[config.mk]
export PLATFORM = sky130hd
export DESIGN_NAME = json_byte_tokenizer_flat
export DESIGN_NICKNAME = d
export VERILOG_FILES = /design/src/rtl/core/jbt_pkg.sv /design/src/rtl/core/jbt_in_if.sv /design/src/rtl/core/jbt_out_if.sv /design/src/rtl/core/json_byte_tokenizer.sv /design/src/flat_wrapper.sv
export VERILOG_INCLUDE_DIRS = /design/src /design/src/rtl/core
export SDC_FILE = /design/constraint.sdc
export NUM_CORES = 1
export LEC_CHECK = 0
export ABC_AREA = 1
export BUFFER_PORTS_ARGS = -buffer_cell sky130_fd_sc_hd__buf_2
export CAP_MARGIN = 10
export CORE_MARGIN = 1.5
export CORE_UTILIZATION = 25
export CTS_CLUSTER_SIZE = 40
export DETAILED_ROUTE_END_ITERATION = 12
export PLACE_DENSITY_LB_ADDON = 0.08
export SLEW_MARGIN = 30
export SYNTH_ARGS = -nofsm -noshare
export SYNTH_HDL_FRONTEND = slang
export SYNTH_SLANG_ARGS = --single-unit
export TNS_END_PERCENT = 30
[constraint.sdc]
create_clock -name clk -period 6.7 [get_ports clk]
set_clock_uncertainty 0.05 [all_clocks]
set_input_delay 0.67 -clock clk [delete_from_list [all_inputs] [get_ports clk]]
set_output_delay 0.67 -clock clk [all_outputs]
set_load 0.02 [all_outputs]
[src/rtl/core/json_byte_tokenizer_macros.svh]
// ----------------------------------------------------------------------------
// JSON byte tokenizer assertion macros
// Concurrent assertion wrappers, clocked on clk and disabled in rst.
// ----------------------------------------------------------------------------
`ifndef JSON_BYTE_TOKENIZER_MACROS_SVH
`define JSON_BYTE_TOKENIZER_MACROS_SVH

`ifndef SYNTHESIS
`define JBT_ASSERT_IMP(label, ante, cons) \
  label: assert property (@(posedge clk) disable iff (rst) (ante) |-> (cons)) \
    else $error("jbt assertion failed");
`define JBT_ASSERT_NXT(label, ante, cons) \
  label: assert property (@(posedge clk) disable iff (rst) (ante) |=> (cons)) \
    else $error("jbt assertion failed");
`else
`define JBT_ASSERT_IMP(label, ante, cons)
`define JBT_ASSERT_NXT(label, ante, cons)
`endif

`endif

[src/rtl/core/jbt_pkg.sv]
// ----------------------------------------------------------------------------
// JSON byte tokenizer package
// Token codes, character constants and literal store sizing.
// ----------------------------------------------------------------------------
package jbt_pkg;

  localparam int LIT_BYTES = 5;
  localparam int LIT_CNT_W = $clog2(LIT_BYTES + 1);

  typedef enum logic [3:0] {
    TK_CONTENT   = 4'd0,
    TK_LBRACE    = 4'd1,
    TK_RBRACE    = 4'd2,
    TK_LBRACKET  = 4'd3,
    TK_RBRACKET  = 4'd4,
    TK_COLON     = 4'd5,
    TK_COMMA     = 4'd6,
    TK_STR_END   = 4'd7,
    TK_INT_END   = 4'd8,
    TK_FLOAT_END = 4'd9,
    TK_TRUE      = 4'd10,
    TK_FALSE     = 4'd11,
    TK_NULL      = 4'd12,
    TK_EOF       = 4'd13,
    TK_UNKNOWN   = 4'd14
  } tok_kind_t;

  localparam logic [7:0] CH_SLASH = 8'h2F;
  localparam logic [7:0] CH_NL    = 8'h0A;
  localparam logic [7:0] CH_DOT   = 8'h2E;
  localparam logic [7:0] CH_E_LO  = 8'h65;
  localparam logic [7:0] CH_E_UP  = 8'h45;
  localparam logic [7:0] CH_QUOTE = 8'h22;
  localparam logic [7:0] CH_PLUS  = 8'h2B;
  localparam logic [7:0] CH_MINUS = 8'h2D;
  localparam logic [7:0] CH_SPACE = 8'h20;
  localparam logic [7:0] CH_TAB   = 8'h09;
  localparam logic [7:0] CH_CR    = 8'h0D;
  localparam logic [7:0] CH_VT    = 8'h0B;
  localparam logic [7:0] CH_FF    = 8'h0C;
  localparam logic [7:0] CH_ZERO  = 8'h30;
  localparam logic [7:0] CH_NINE  = 8'h39;
  localparam logic [7:0] CH_LBRACE   = 8'h7B;
  localparam logic [7:0] CH_RBRACE   = 8'h7D;
  localparam logic [7:0] CH_LBRACKET = 8'h5B;
  localparam logic [7:0] CH_RBRACKET = 8'h5D;
  localparam logic [7:0] CH_COLON    = 8'h3A;
  localparam logic [7:0] CH_COMMA    = 8'h2C;

  localparam logic [31:0] WORD_TRUE  = "true";
  localparam logic [39:0] WORD_FALSE = "false";
  localparam logic [31:0] WORD_NULL  = "null";

endpackage

[src/rtl/core/jbt_in_if.sv]
// ----------------------------------------------------------------------------
// JSON byte tokenizer input channel
// Valid/ready channel carrying one character byte or an end-of-input mark.
// ----------------------------------------------------------------------------
interface jbt_in_if;
  logic       valid;
  logic       ready;
  logic [7:0] in_byte;
  logic       end_of_input;

  modport source (output valid, output in_byte, output end_of_input, input ready);
  modport sink (input valid, input in_byte, input end_of_input, output ready);
endinterface

[src/rtl/core/jbt_out_if.sv]
// ----------------------------------------------------------------------------
// JSON byte tokenizer output channel
// Valid/ready channel carrying one token with its text byte and last flag.
// ----------------------------------------------------------------------------
interface jbt_out_if;
  logic              valid;
  logic              ready;
  jbt_pkg::tok_kind_t token_kind;
  logic [7:0]        content;
  logic              last;

  modport source (output valid, output token_kind, output content, output last,
                  input ready);
  modport sink (input valid, input token_kind, input content, input last,
                output ready);
endinterface

[src/rtl/core/json_byte_tokenizer.sv]
// ----------------------------------------------------------------------------
// JSON byte tokenizer
// Streaming JSON lexer: one byte per transfer in, zero to two tokens out.
// ----------------------------------------------------------------------------
//  channel    | dir | payload                         | handshake
//  byte_in    | in  | in_byte, end_of_input           | valid/ready
//  token_out  | out | token_kind, content, last       | valid/ready
//
//  One byte per cycle sustained while token_out is ready; a byte that yields
//  two tokens holds the input side while its first token drains, as the result
//  register drains one token per cycle. Input register feeds result register.
//  Reset (rst, synchronous) returns the lexer to idle with empty buffers.
//  Stalls on token_out back up through the result register into byte_in.
// ----------------------------------------------------------------------------
`include "json_byte_tokenizer_macros.svh"

module json_byte_tokenizer (
  input  logic        clk,
  input  logic        rst,
  jbt_in_if.sink      byte_in,
  jbt_out_if.source   token_out
);

  typedef enum logic [3:0] {
    M_IDLE, M_COMMENT, M_STRING, M_SIGN, M_INT, M_FRAC, M_EXP, M_EXPD, M_LIT
  } mode_t;

  typedef logic [jbt_pkg::LIT_BYTES-1:0][7:0] lit_arr_t;

  typedef struct packed {
    logic               emit;
    jbt_pkg::tok_kind_t kind;
    logic [7:0]         byt;
    mode_t              mode;
    logic               lit_start;
    logic               hold_sign;
    logic               clr_float;
  } idle_res_t;

  typedef struct packed {
    jbt_pkg::tok_kind_t kind;
    logic [7:0]         content;
    logic               last;
  } token_t;

  function automatic logic is_ws(input logic [7:0] c);
    return c == jbt_pkg::CH_SPACE || c == jbt_pkg::CH_TAB || c == jbt_pkg::CH_NL ||
           c == jbt_pkg::CH_VT || c == jbt_pkg::CH_FF || c == jbt_pkg::CH_CR;
  endfunction

  function automatic logic is_dig(input logic [7:0] c);
    return c >= jbt_pkg::CH_ZERO && c <= jbt_pkg::CH_NINE;
  endfunction

  // TK_CONTENT means not structural
  function automatic jbt_pkg::tok_kind_t struct_kind(input logic [7:0] c);
    jbt_pkg::tok_kind_t k;
    k = jbt_pkg::TK_CONTENT;
    unique case (c)
      jbt_pkg::CH_LBRACE:   k = jbt_pkg::TK_LBRACE;
      jbt_pkg::CH_RBRACE:   k = jbt_pkg::TK_RBRACE;
      jbt_pkg::CH_LBRACKET: k = jbt_pkg::TK_LBRACKET;
      jbt_pkg::CH_RBRACKET: k = jbt_pkg::TK_RBRACKET;
      jbt_pkg::CH_COLON:    k = jbt_pkg::TK_COLON;
      jbt_pkg::CH_COMMA:    k = jbt_pkg::TK_COMMA;
      default:              k = jbt_pkg::TK_CONTENT;
    endcase
    return k;
  endfunction

  function automatic jbt_pkg::tok_kind_t lit_kind(input lit_arr_t lb,
                                                  input logic [jbt_pkg::LIT_CNT_W-1:0] cnt,
                                                  input logic over);
    jbt_pkg::tok_kind_t k;
    k = jbt_pkg::TK_UNKNOWN;
    if (!over) begin
      priority if (cnt == jbt_pkg::LIT_CNT_W'(4) &&
                   {lb[0], lb[1], lb[2], lb[3]} == jbt_pkg::WORD_TRUE) begin
        k = jbt_pkg::TK_TRUE;
      end else if (cnt == jbt_pkg::LIT_CNT_W'(5) &&
                   {lb[0], lb[1], lb[2], lb[3], lb[4]} == jbt_pkg::WORD_FALSE) begin
        k = jbt_pkg::TK_FALSE;
      end else if (cnt == jbt_pkg::LIT_CNT_W'(4) &&
                   {lb[0], lb[1], lb[2], lb[3]} == jbt_pkg::WORD_NULL) begin
        k = jbt_pkg::TK_NULL;
      end else begin
        k = jbt_pkg::TK_UNKNOWN;
      end
    end
    return k;
  endfunction

  function automatic idle_res_t idle_step(input logic [7:0] c);
    idle_res_t          r;
    jbt_pkg::tok_kind_t sk;
    sk          = struct_kind(c);
    r.emit      = 1'b0;
    r.kind      = jbt_pkg::TK_CONTENT;
    r.byt       = 8'h00;
    r.mode      = M_IDLE;
    r.lit_start = 1'b0;
    r.hold_sign = 1'b0;
    r.clr_float = 1'b0;
    priority if (sk != jbt_pkg::TK_CONTENT) begin
      r.emit = 1'b1;
      r.kind = sk;
    end else if (is_ws(c)) begin
      r.mode = M_IDLE;
    end else if (c == jbt_pkg::CH_SLASH) begin
      r.mode = M_COMMENT;
    end else if (c == jbt_pkg::CH_QUOTE) begin
      r.mode = M_STRING;
    end else if (is_dig(c)) begin
      r.emit      = 1'b1;
      r.byt       = c;
      r.mode      = M_INT;
      r.clr_float = 1'b1;
    end else if (c == jbt_pkg::CH_PLUS || c == jbt_pkg::CH_MINUS) begin
      r.mode      = M_SIGN;
      r.hold_sign = 1'b1;
    end else begin
      r.mode      = M_LIT;
      r.lit_start = 1'b1;
    end
    return r;
  endfunction

  // input register
  logic       d_valid;
  logic [7:0] d_byte;
  logic       d_eoi;

  // lexer state
  mode_t                          mode, mode_next;
  lit_arr_t                       lit_bytes, lit_bytes_next;
  logic [jbt_pkg::LIT_CNT_W-1:0]  lit_cnt, lit_cnt_next;
  logic                           lit_over, lit_over_next;
  logic [7:0]                     held_sign, held_sign_next;
  logic                           is_float, is_float_next;

  // result register
  token_t     o0, o1;
  logic [1:0] ocnt;

  jbt_pkg::tok_kind_t emit_kind [2];
  logic [7:0]         emit_byte [2];
  logic [1:0]         emit_n;
  logic               do_idle;
  idle_res_t          idle_r;
  jbt_pkg::tok_kind_t cur_lit_kind;
  logic               out_fire;
  logic               adv;

  assign out_fire     = token_out.valid && token_out.ready;
  assign adv          = d_valid && (ocnt == 2'd0 || (ocnt == 2'd1 && out_fire));
  assign byte_in.ready = !d_valid || adv;
  assign idle_r       = idle_step(d_byte);
  assign cur_lit_kind = lit_kind(lit_bytes, lit_cnt, lit_over);

  assign token_out.valid      = ocnt != 2'd0;
  assign token_out.token_kind = o0.kind;
  assign token_out.content    = o0.content;
  assign token_out.last       = o0.last;

  always_comb begin
    mode_next      = mode;
    lit_bytes_next = lit_bytes;
    lit_cnt_next   = lit_cnt;
    lit_over_next  = lit_over;
    held_sign_next = held_sign;
    is_float_next  = is_float;
    emit_kind[0]   = jbt_pkg::TK_CONTENT;
    emit_kind[1]   = jbt_pkg::TK_CONTENT;
    emit_byte[0]   = 8'h00;
    emit_byte[1]   = 8'h00;
    emit_n         = 2'd0;
    do_idle        = 1'b0;

    if (d_eoi) begin
      unique case (mode)
        M_STRING: begin
          emit_kind[emit_n[0]] = jbt_pkg::TK_STR_END;
          emit_n = emit_n + 2'd1;
        end
        M_SIGN: begin
          emit_kind[emit_n[0]] = jbt_pkg::TK_UNKNOWN;
          emit_n = emit_n + 2'd1;
        end
        M_INT, M_FRAC, M_EXP, M_EXPD: begin
          emit_kind[emit_n[0]] = is_float ? jbt_pkg::TK_FLOAT_END : jbt_pkg::TK_INT_END;
          emit_n = emit_n + 2'd1;
        end
        M_LIT: begin
          emit_kind[emit_n[0]] = cur_lit_kind;
          emit_n = emit_n + 2'd1;
        end
        default: begin
        end
      endcase
      emit_kind[emit_n[0]] = jbt_pkg::TK_EOF;
      emit_n         = emit_n + 2'd1;
      mode_next      = M_IDLE;
      lit_bytes_next = '0;
      lit_cnt_next   = '0;
      lit_over_next  = 1'b0;
      held_sign_next = 8'h00;
      is_float_next  = 1'b0;
    end else begin
      unique case (mode)
        M_COMMENT: begin
          if (d_byte == jbt_pkg::CH_NL) mode_next = M_IDLE;
        end
        M_STRING: begin
          if (d_byte == jbt_pkg::CH_QUOTE) begin
            emit_kind[emit_n[0]] = jbt_pkg::TK_STR_END;
            mode_next = M_IDLE;
          end else begin
            emit_byte[emit_n[0]] = d_byte;
          end
          emit_n = emit_n + 2'd1;
        end
        M_SIGN: begin
          if (is_dig(d_byte)) begin
            is_float_next = 1'b0;
            emit_byte[0]  = held_sign;
            emit_byte[1]  = d_byte;
            emit_n        = 2'd2;
            mode_next     = M_INT;
          end else if (is_ws(d_byte) || struct_kind(d_byte) != jbt_pkg::TK_CONTENT) begin
            // a lone sign is a one-byte literal, never a known word
            emit_kind[emit_n[0]] = jbt_pkg::TK_UNKNOWN;
            emit_n  = emit_n + 2'd1;
            do_idle = 1'b1;
          end else begin
            lit_bytes_next    = '0;
            lit_bytes_next[0] = held_sign;
            lit_bytes_next[1] = d_byte;
            lit_cnt_next      = jbt_pkg::LIT_CNT_W'(2);
            lit_over_next     = 1'b0;
            mode_next         = M_LIT;
          end
          held_sign_next = 8'h00;
        end
        M_INT: begin
          if (is_dig(d_byte)) begin
            emit_byte[emit_n[0]] = d_byte;
            emit_n = emit_n + 2'd1;
          end else if (d_byte == jbt_pkg::CH_DOT) begin
            is_float_next = 1'b1;
            emit_byte[emit_n[0]] = d_byte;
            emit_n    = emit_n + 2'd1;
            mode_next = M_FRAC;
          end else if (d_byte == jbt_pkg::CH_E_LO || d_byte == jbt_pkg::CH_E_UP) begin
            is_float_next = 1'b1;
            emit_byte[emit_n[0]] = d_byte;
            emit_n    = emit_n + 2'd1;
            mode_next = M_EXP;
          end else begin
            emit_kind[emit_n[0]] = is_float ? jbt_pkg::TK_FLOAT_END : jbt_pkg::TK_INT_END;
            emit_n        = emit_n + 2'd1;
            is_float_next = 1'b0;
            do_idle       = 1'b1;
          end
        end
        M_FRAC: begin
          if (is_dig(d_byte)) begin
            emit_byte[emit_n[0]] = d_byte;
            emit_n = emit_n + 2'd1;
          end else if (d_byte == jbt_pkg::CH_E_LO || d_byte == jbt_pkg::CH_E_UP) begin
            emit_byte[emit_n[0]] = d_byte;
            emit_n    = emit_n + 2'd1;
            mode_next = M_EXP;
          end else begin
            emit_kind[emit_n[0]] = is_float ? jbt_pkg::TK_FLOAT_END : jbt_pkg::TK_INT_END;
            emit_n        = emit_n + 2'd1;
            is_float_next = 1'b0;
            do_idle       = 1'b1;
          end
        end
        M_EXP: begin
          if (is_dig(d_byte) || d_byte == jbt_pkg::CH_PLUS || d_byte == jbt_pkg::CH_MINUS) begin
            emit_byte[emit_n[0]] = d_byte;
            emit_n    = emit_n + 2'd1;
            mode_next = M_EXPD;
          end else begin
            emit_kind[emit_n[0]] = is_float ? jbt_pkg::TK_FLOAT_END : jbt_pkg::TK_INT_END;
            emit_n        = emit_n + 2'd1;
            is_float_next = 1'b0;
            do_idle       = 1'b1;
          end
        end
        M_EXPD: begin
          if (is_dig(d_byte)) begin
            emit_byte[emit_n[0]] = d_byte;
            emit_n = emit_n + 2'd1;
          end else begin
            emit_kind[emit_n[0]] = is_float ? jbt_pkg::TK_FLOAT_END : jbt_pkg::TK_INT_END;
            emit_n        = emit_n + 2'd1;
            is_float_next = 1'b0;
            do_idle       = 1'b1;
          end
        end
        M_LIT: begin
          if (is_ws(d_byte) || struct_kind(d_byte) != jbt_pkg::TK_CONTENT) begin
            emit_kind[emit_n[0]] = cur_lit_kind;
            emit_n  = emit_n + 2'd1;
            do_idle = 1'b1;
          end else if (lit_cnt < jbt_pkg::LIT_CNT_W'(jbt_pkg::LIT_BYTES)) begin
            for (int i = 0; i < jbt_pkg::LIT_BYTES; i++) begin
              if (jbt_pkg::LIT_CNT_W'(i) == lit_cnt) lit_bytes_next[i] = d_byte;
            end
            lit_cnt_next = lit_cnt + jbt_pkg::LIT_CNT_W'(1);
          end else begin
            lit_over_next = 1'b1;
          end
        end
        default: begin
          do_idle = 1'b1;
        end
      endcase

      if (do_idle) begin
        if (idle_r.emit) begin
          emit_kind[emit_n[0]] = idle_r.kind;
          emit_byte[emit_n[0]] = idle_r.byt;
          emit_n = emit_n + 2'd1;
        end
        mode_next = idle_r.mode;
        if (idle_r.lit_start) begin
          lit_bytes_next    = '0;
          lit_bytes_next[0] = d_byte;
          lit_cnt_next      = jbt_pkg::LIT_CNT_W'(1);
          lit_over_next     = 1'b0;
        end
        if (idle_r.hold_sign) held_sign_next = d_byte;
        if (idle_r.clr_float) is_float_next = 1'b0;
      end
    end
  end

  always_ff @(posedge clk) begin
    if (rst) begin
      d_valid   <= 1'b0;
      ocnt      <= 2'd0;
      mode      <= M_IDLE;
      lit_bytes <= '0;
      lit_cnt   <= '0;
      lit_over  <= 1'b0;
      held_sign <= 8'h00;
      is_float  <= 1'b0;
    end else begin
      if (byte_in.valid && byte_in.ready) begin
        d_valid <= 1'b1;
        d_byte  <= byte_in.in_byte;
        d_eoi   <= byte_in.end_of_input;
      end else if (adv) begin
        d_valid <= 1'b0;
      end

      if (adv) begin
        ocnt       <= emit_n;
        mode       <= mode_next;
        lit_bytes  <= lit_bytes_next;
        lit_cnt    <= lit_cnt_next;
        lit_over   <= lit_over_next;
        held_sign  <= held_sign_next;
        is_float   <= is_float_next;
        o0.kind    <= emit_kind[0];
        o0.content <= emit_byte[0];
        o0.last    <= emit_n == 2'd1;
        o1.kind    <= emit_kind[1];
        o1.content <= emit_byte[1];
        o1.last    <= 1'b1;
      end else if (out_fire) begin
        ocnt <= (ocnt == 2'd2) ? 2'd1 : 2'd0;
        if (ocnt == 2'd2) o0 <= o1;
      end
    end
  end

  `JBT_ASSERT_IMP(a_pair_last, ocnt == 2'd2, !o0.last && o1.last)
  `JBT_ASSERT_NXT(a_pair_drain, out_fire && ocnt == 2'd2, ocnt == 2'd1)
  `JBT_ASSERT_NXT(a_eoi_clear, adv && d_eoi, mode == M_IDLE && lit_cnt == '0 && !lit_over)
  `JBT_ASSERT_IMP(a_lit_over_full, lit_over, lit_cnt == jbt_pkg::LIT_CNT_W'(jbt_pkg::LIT_BYTES))

endmodule

[src/flat_wrapper.sv]
// flat-port wrapper written by rule: the top's interface ports become plain ports
module json_byte_tokenizer_flat 
  (clk, rst, byte_in_valid, byte_in_in_byte, byte_in_end_of_input, byte_in_ready, token_out_valid, token_out_token_kind, token_out_content, token_out_last, token_out_ready);
  jbt_in_if byte_in_i ();
  jbt_out_if token_out_i ();
  input  logic clk;
  input  logic rst;
  input wire logic [$bits(byte_in_i.valid)-1:0] byte_in_valid;
  input wire logic [$bits(byte_in_i.in_byte)-1:0] byte_in_in_byte;
  input wire logic [$bits(byte_in_i.end_of_input)-1:0] byte_in_end_of_input;
  output wire logic [$bits(byte_in_i.ready)-1:0] byte_in_ready;
  output wire logic [$bits(token_out_i.valid)-1:0] token_out_valid;
  output wire logic [$bits(token_out_i.token_kind)-1:0] token_out_token_kind;
  output wire logic [$bits(token_out_i.content)-1:0] token_out_content;
  output wire logic [$bits(token_out_i.last)-1:0] token_out_last;
  input wire logic [$bits(token_out_i.ready)-1:0] token_out_ready;
  assign byte_in_i.valid = byte_in_valid;
  assign byte_in_i.in_byte = byte_in_in_byte;
  assign byte_in_i.end_of_input = byte_in_end_of_input;
  assign byte_in_ready = byte_in_i.ready;
  assign token_out_valid = token_out_i.valid;
  assign token_out_token_kind = token_out_i.token_kind;
  assign token_out_content = token_out_i.content;
  assign token_out_last = token_out_i.last;
  assign token_out_i.ready = token_out_ready;
  json_byte_tokenizer u_core (.clk(clk), .rst(rst), .byte_in(byte_in_i), .token_out(token_out_i));
endmodule
# Word-level counts from Yosys, hierarchy flattened
# Index checks and enable logic that the tools add are counted.
[op_classes]
eq_ne = 45
n_reduce_logical = 42
n_lt_le_gt_ge = 7
n_addsub = 3
mux = 158
bitwise = 6
[ops]
columns = ["op", "count"]
rows = [
  ["$mux 40", 7],
  ["$mux 8", 26],
  ["$mux 4", 38],
  ["$pmux 40 s2", 1],
  ["$eq 32x31->1 const B", 2],
  ["$eq 8x6->1 const B", 8],
  ["$mux 16", 4],
  ["$eq 8x7->1 const B", 6],
  ["$pmux 8 s6", 1],
  ["$mux 1", 42],
  ["$eq 40x39->1 const B", 1],
  ["$eq 8x4->1 const B", 5],
  ["$mux 13", 3],
  ["$mux 3", 11],
  ["$pmux 4 s7", 1],
  ["$pmux 4 s6", 1],
  ["$mux 2", 10],
  ["$pmux 3 s6", 1],
  ["$bwmux 16", 1],
  ["$eq 4x3->1 const B", 4],
  ["$pmux 4 s4", 1],
  ["$mux 15", 1],
  ["$logic_or 1x1->1", 13],
  ["$ne 4x1->1 const B", 3],
  ["other kinds (45)", 70],
]
[totals]
elab_cells = 280
regBits = 94

# Longest topological paths before layout
[logic_depth]
word_depth = 21
ltp_mapped = 17
ltp_nobuf = 15

# Worst setup path before layout
# OpenSTA, ideal clock, no wires.
[synth_path]
kind = "input to register"
from = "input port token_out_ready"
to = "register u_core.token_out.content[0] (netlist name)"
setup_time_ns = 0.404
t_arrival_ns = 2.281
t_required_ns = 6.246
path_stages = 5
setup_slack_ns = 3.965
path_cell_list = "inv_1 > a21oi_1 > nand2_1 > clkbuf_1 > a211oi_1"
[synth_via]
elab_chain_cells = 6
elab_cells_between_ends = 7
cone_classes = "reduce/logical (7)"
[synth_lines]
columns = ["element", "line_no", "text"]
rows = [
  ["start: declaration", "flat_wrapper.sv:16", "input wire logic [$bits(token_out_i.ready)-1:0] token_out_ready;"],
  ["$logic_and 1x1->1 *", "json_byte_tokenizer.sv:154", "assign out_fire = token_out.valid && token_out.ready;"],
  ["$logic_and 1x1->1", "json_byte_tokenizer.sv:155", "assign adv = d_valid && (ocnt == 2'd0 || (ocnt == 2'd1 && out_fire));"],
  ["$logic_or 1x1->1", "json_byte_tokenizer.sv:155", ""],
  ["$logic_and 1x1->1", "json_byte_tokenizer.sv:155", ""],
  ["$reduce_bool 2->1 (no line)", "--", ""],
  ["$reduce_and 3->1 (no line) *", "--", ""],
]
# Every way passes the cells marked *; elsewhere a longest branch is shown, timed or not.
# A chain may end at the register's enable or synchronous reset.

# Worst setup path in the final report
[layout_path]
from = "register u_core.d_byte[3]"
to = "register u_core.lit_bytes[3] in the netlist's numbering"
[layout_via]
elab_chain_cells = 13
elab_cells_between_ends = 68
cone_classes = "order compare (2); eq/ne (19); mux (32); reduce/logical (15)"
[layout_lines]
columns = ["element", "line_no", "text"]
rows = [
  ["start: declaration", "json_byte_tokenizer.sv:130", "logic [7:0] d_byte;"],
  ["start signal: assignment", "json_byte_tokenizer.sv:354", "d_byte <= byte_in.in_byte;"],
  ["$eq 8x6->1, or another cell as far along", "json_byte_tokenizer.sv:59", "unique case (c)"],
  ["$pmux 3 s6 or $logic_or 1x1->1 (tied branches)", "json_byte_tokenizer.sv:59, json_byte_tokenizer.sv:47", ""],
  ["$mux 4 or $logic_or 1x1->1 (tied branches)", "json_byte_tokenizer.sv:223, json_byte_tokenizer.sv:47", ""],
  ["$mux 4 or $logic_or 1x1->1 (tied branches)", "json_byte_tokenizer.sv:209, json_byte_tokenizer.sv:47", ""],
  ["$mux 4 or $logic_or 1x1->1 (tied branches)", "json_byte_tokenizer.sv:179, json_byte_tokenizer.sv:48", ""],
  ["$reduce_bool 4->1 or $logic_or 1x1->1 (tied branches)", "json_byte_tokenizer.sv:229, json_byte_tokenizer.sv:48", ""],
  ["$logic_or 1x1->1", "json_byte_tokenizer.sv:229", "end else if (is_ws(d_byte) || struct_kind(d_byte) != jbt_pkg::TK_CONTENT) begin"],
  ["$mux 1 or $mux 40 (tied branches)", "json_byte_tokenizer.sv:229", ""],
  ["$mux 1 or $mux 40 (tied branches)", "json_byte_tokenizer.sv:223", "if (is_dig(d_byte)) begin"],
  ["$pmux 1 s7 or $pmux 40 s2 (tied branches)", "json_byte_tokenizer.sv:209", "unique case (mode)"],
  ["$mux 1 or $mux 40 (tied branches)", "json_byte_tokenizer.sv:179, json_byte_tokenizer.sv:329", ""],
  ["$mux 40 *", "json_byte_tokenizer.sv:322", "if (do_idle) begin"],
  ["$mux 40 *", "json_byte_tokenizer.sv:179", "if (d_eoi) begin"],
  ["end signal: assignment", "json_byte_tokenizer.sv:363", "lit_bytes <= lit_bytes_next;"],
  ["end: declaration", "json_byte_tokenizer.sv:135", "lit_arr_t lit_bytes, lit_bytes_next;"],
]
# Every way passes the cells marked *; elsewhere a longest branch is shown, timed or not. The select of a mux whose other input is x is not followed.

==> reports/metrics.csv <==
metric,value,unit
status,completed,
grt_pass1_wl,44.66,mm
whs,419.7,ps
syn_inst,1178,
postCtsHoldBufs,0,
min_period_over_period,58.48,%
port_buffers,27,
start_kind,flip-flop,
synthDistinctLibCells,42,
cts_resized,0,
die_x,173.1,um
peakVddDrop,0.08410,mV
internal_power,949.4,uW
r2r-start,u_core.d_byte[3]$_DFFE_PP_,
cts_setup_buffers,0,
p_sw,414.5,uW
multi_input_area,4295,um2
slew_violations,0,
synth_top_area_share,17.49,%
dp_hpwl,19.83,mm
gp_congestion,0.8770,
ant_nets,0,
fin_crit,3918,ps
dr.first_iter.drc_count,647,
hp-class,flip-flop to flip-flop,
wl,28.44,mm
place_ws,2817,ps
grt_usage,19.23,%
numCtsBuffers,9,
vias,7673,
clock-sinks,94,
synth-seq-cells,94,
cts_tree,yes,
final_cell_area,8000,um2
grt_max_degree,54,
grt_pass1_vias,7456,
finalSetupViolations,0,
synth.avg_cell_area,6.140,um2
ys_warn_count,0,
finalSetupTns,0,ps
ff_latch_area,2222,um2
wire_per_inst,18.41,um
swShare,30.39,%
path_class,flip-flop to flip-flop,
cp-startpoint,u_core.d_byte[3]$_DFFE_PP_,
dr.pass1.iters,7,
p_comb_share,13.0,%
synth.area.top_cells,"nand2_1 17%, dfxtp_1 17%, edfxtp_1 14%, a21oi_1 7.2%, nand3_1 7.1%",
pwr-share-clk,41.9,%
crit_path_end_kind,flip-flop,
leakagePower,0.003198,uW
antenna_found_initial,0,
pwr_density_cell,170.5,nW/um2
max_cap_viol_count,0,
path_max_fanout,30,
r2r_slack,2780,ps
syn_area,7233,um2
io_pins,28,
fillers,3247,
max_freq,255.2,MHz
coreArea,28630,um2
rsz0062_at_grt,false,
layout.nets,1174,
crit_required,6930,ps
worstPathArrival,4150,ps
drc_errors,0,
ys_seq_area_share,30.72,%
clk_pin_slew_worst_paths,80,ps
max_slew_margin,46.48,%
area_growth,10.60,%
utilization,27.95,%
placed_area,7681,um2
drive_gt1_share,7.580,%
synth_top_area_cell,nand2_1,
final_hold_viol_count,0,
clk_latency,360,ps
hold_start,u_core.held_sign[5]$_SDFFE_PP0P_,
start_util,25.27,%
dieArea,29960,um2
cts_buffer_depth,2,
viasPerCell,4.966,
tightest_slew,799.8,ps
die_h,173.1,um
power_frac_seq,45.1,%
antennaDiodeCount,0,
num_rows,62,
overflow,0,
cts_root_buf,clkbuf_16,
fin_ws,2782,ps
h-tree-depth,3,
[power by group through the flow]
stage / clock network [uW] / logic, uW / registers [uW]
floorplan: 0 / 127 / 621
global placement: 0 / 180 / 628
detailed placement: 0 / 180 / 629
CTS: 596 / 180 / 616
global route: 607 / 200 / 617
finish: 571 / 177 / 616
[path summary, 6_finish.rpt]
check,endpoint,cells past startpoint
worst max-delay path,u_core.lit_bytes[3]$_SDFFE_PP0P_,15
worst min-delay path,u_core.held_sign[5]$_SDFFE_PP0P_,2
worst max register to register,u_core.lit_bytes[3]$_SDFFE_PP0P_,15
worst min register to register,u_core.held_sign[5]$_SDFFE_PP0P_,2
[layout make-up]
| cell class | instances | share of cell area, % |
|---|---|---|
| clock inverters | 7 | 1.173 |
| well taps | 384 | 6.006 |
| repair buffers | 42 | 3.284 |
| multi-input cells | 897 | 53.69 |
| clock buffers | 9 | 2.815 |
| flip-flops and latches | 94 | 27.78 |
| inverters | 112 | 5.255 |
[synth_stat cells (all sizes together)]
cell type	n
a211oi	6
a21o	2
a21oi	105
a221oi	2
a22oi	2
a31oi	23
and2	1
buf	22
clkbuf	54
clkinv	4
conb	1
dfxtp	60
edfxtp	34
ha	5
inv	108
nand2	341
nand3	105
nand3b	9
nand4	37
nor2	117
nor3	14
nor4	2
o2111ai	1
o211ai	18
o21ai	100
o22ai	4
o31ai	1
[stage by stage]
| step | std cells | power (uW) |
|---|---|---|
| 6_report | 1545 | 1364 |
| 5_1_grt | 1545 | 1424 |
| 4_1_cts | 1545 | 1392 |
| 3_5_place_dp | 1529 | 808.3 |
| 3_3_place_gp | 1527 | 808.3 |
| 2_1_floorplan | 1179 | 747.7 |
[placed cells by master (no fill, tap or decap), types with 2 or more instances in the layout]
cell       Yosys  layout
nor3_1        13      13
o211ai_1      18      18
buf_4          2      13
nor2_4         2       3
dfxtp_1       60      60
ha_1           5       5
nand3_1      103     102
inv_8          0       2
o21ai_2        1       2
nand3_2        2       3
o22ai_1        4       4
nor2_1       112     109
a22oi_1        2       2
o21ai_0       99      98
nor4_1         2       2
a221oi_1       2       2
a31oi_1       23      23
inv_2          6       6
edfxtp_1      34      34
buf_8          0       2
nand4_1       36      36
a21o_1         2       2
a21oi_1      104     104
clkinv_4       0       2
nand2_1      337     336
nand3b_1       8       8
a211oi_1       6       5
conb_1         1       2
nor2_2         2       4
buf_2         15      27
inv_1        102     102
nand2_2        3       4
clkbuf_16      0       9
clkinv_1       4       4
[state kept, by name, indices dropped and copies added (netlist names)]
| register | cells |
|---|---|
| u_core.is_float | 1 |
| u_core.mode | 4 |
| u_core.d_eoi | 1 |
| u_core.o1 | 12 |
| u_core.token_out.content | 8 |
| u_core.token_out.token_kind | 4 |
| u_core.lit_cnt | 3 |
| u_core.d_byte | 8 |
| u_core.d_valid | 1 |
| u_core.lit_bytes | 40 |
| u_core.token_out.last | 1 |
| u_core.lit_over | 1 |
| u_core.held_sign | 8 |
| u_core.ocnt | 2 |
[worst max-delay path: stages (launching register included)]
cell and delay (ps):
edfxtp_1 760, inv_1 330, nand2_1 140, nor2_1 40
nand2_1 60, nand2_2 90, nor2_8 230, nand3_2 90
buf_4 280, inv_2 410, nand3_1 200, nor2_4 290
nand2_1 390, nand3b_1 220, nand2_1 70, a21oi_1 140
[cells by family (layout without fill, tap and decap cells)]
group / count (synthesis) / in the layout / synth area share, %
simple gates: 626 / 626 / 37.73
compound gates: 264 / 264 / 20.10
buf+inv: 188 / 170 / 10.53
flops: 94 / 94 / 30.72
fa+ha+maj: 5 / 5 / 0.8649
other cells: 1 / 2 / 0.05184
[metal layers]
layer / track usage, % / wire length, um / vias to the layer above
met2: 33.00 / 13490 / 173
met4: 6.993 / 902 / 0
met3: 2.573 / 1082 / 45
li1: - / - / 3887
met1: 24.61 / 12970 / 3568
met5: 0 / 0 / -
No activity file was read; power rests on OpenSTA's default activity.
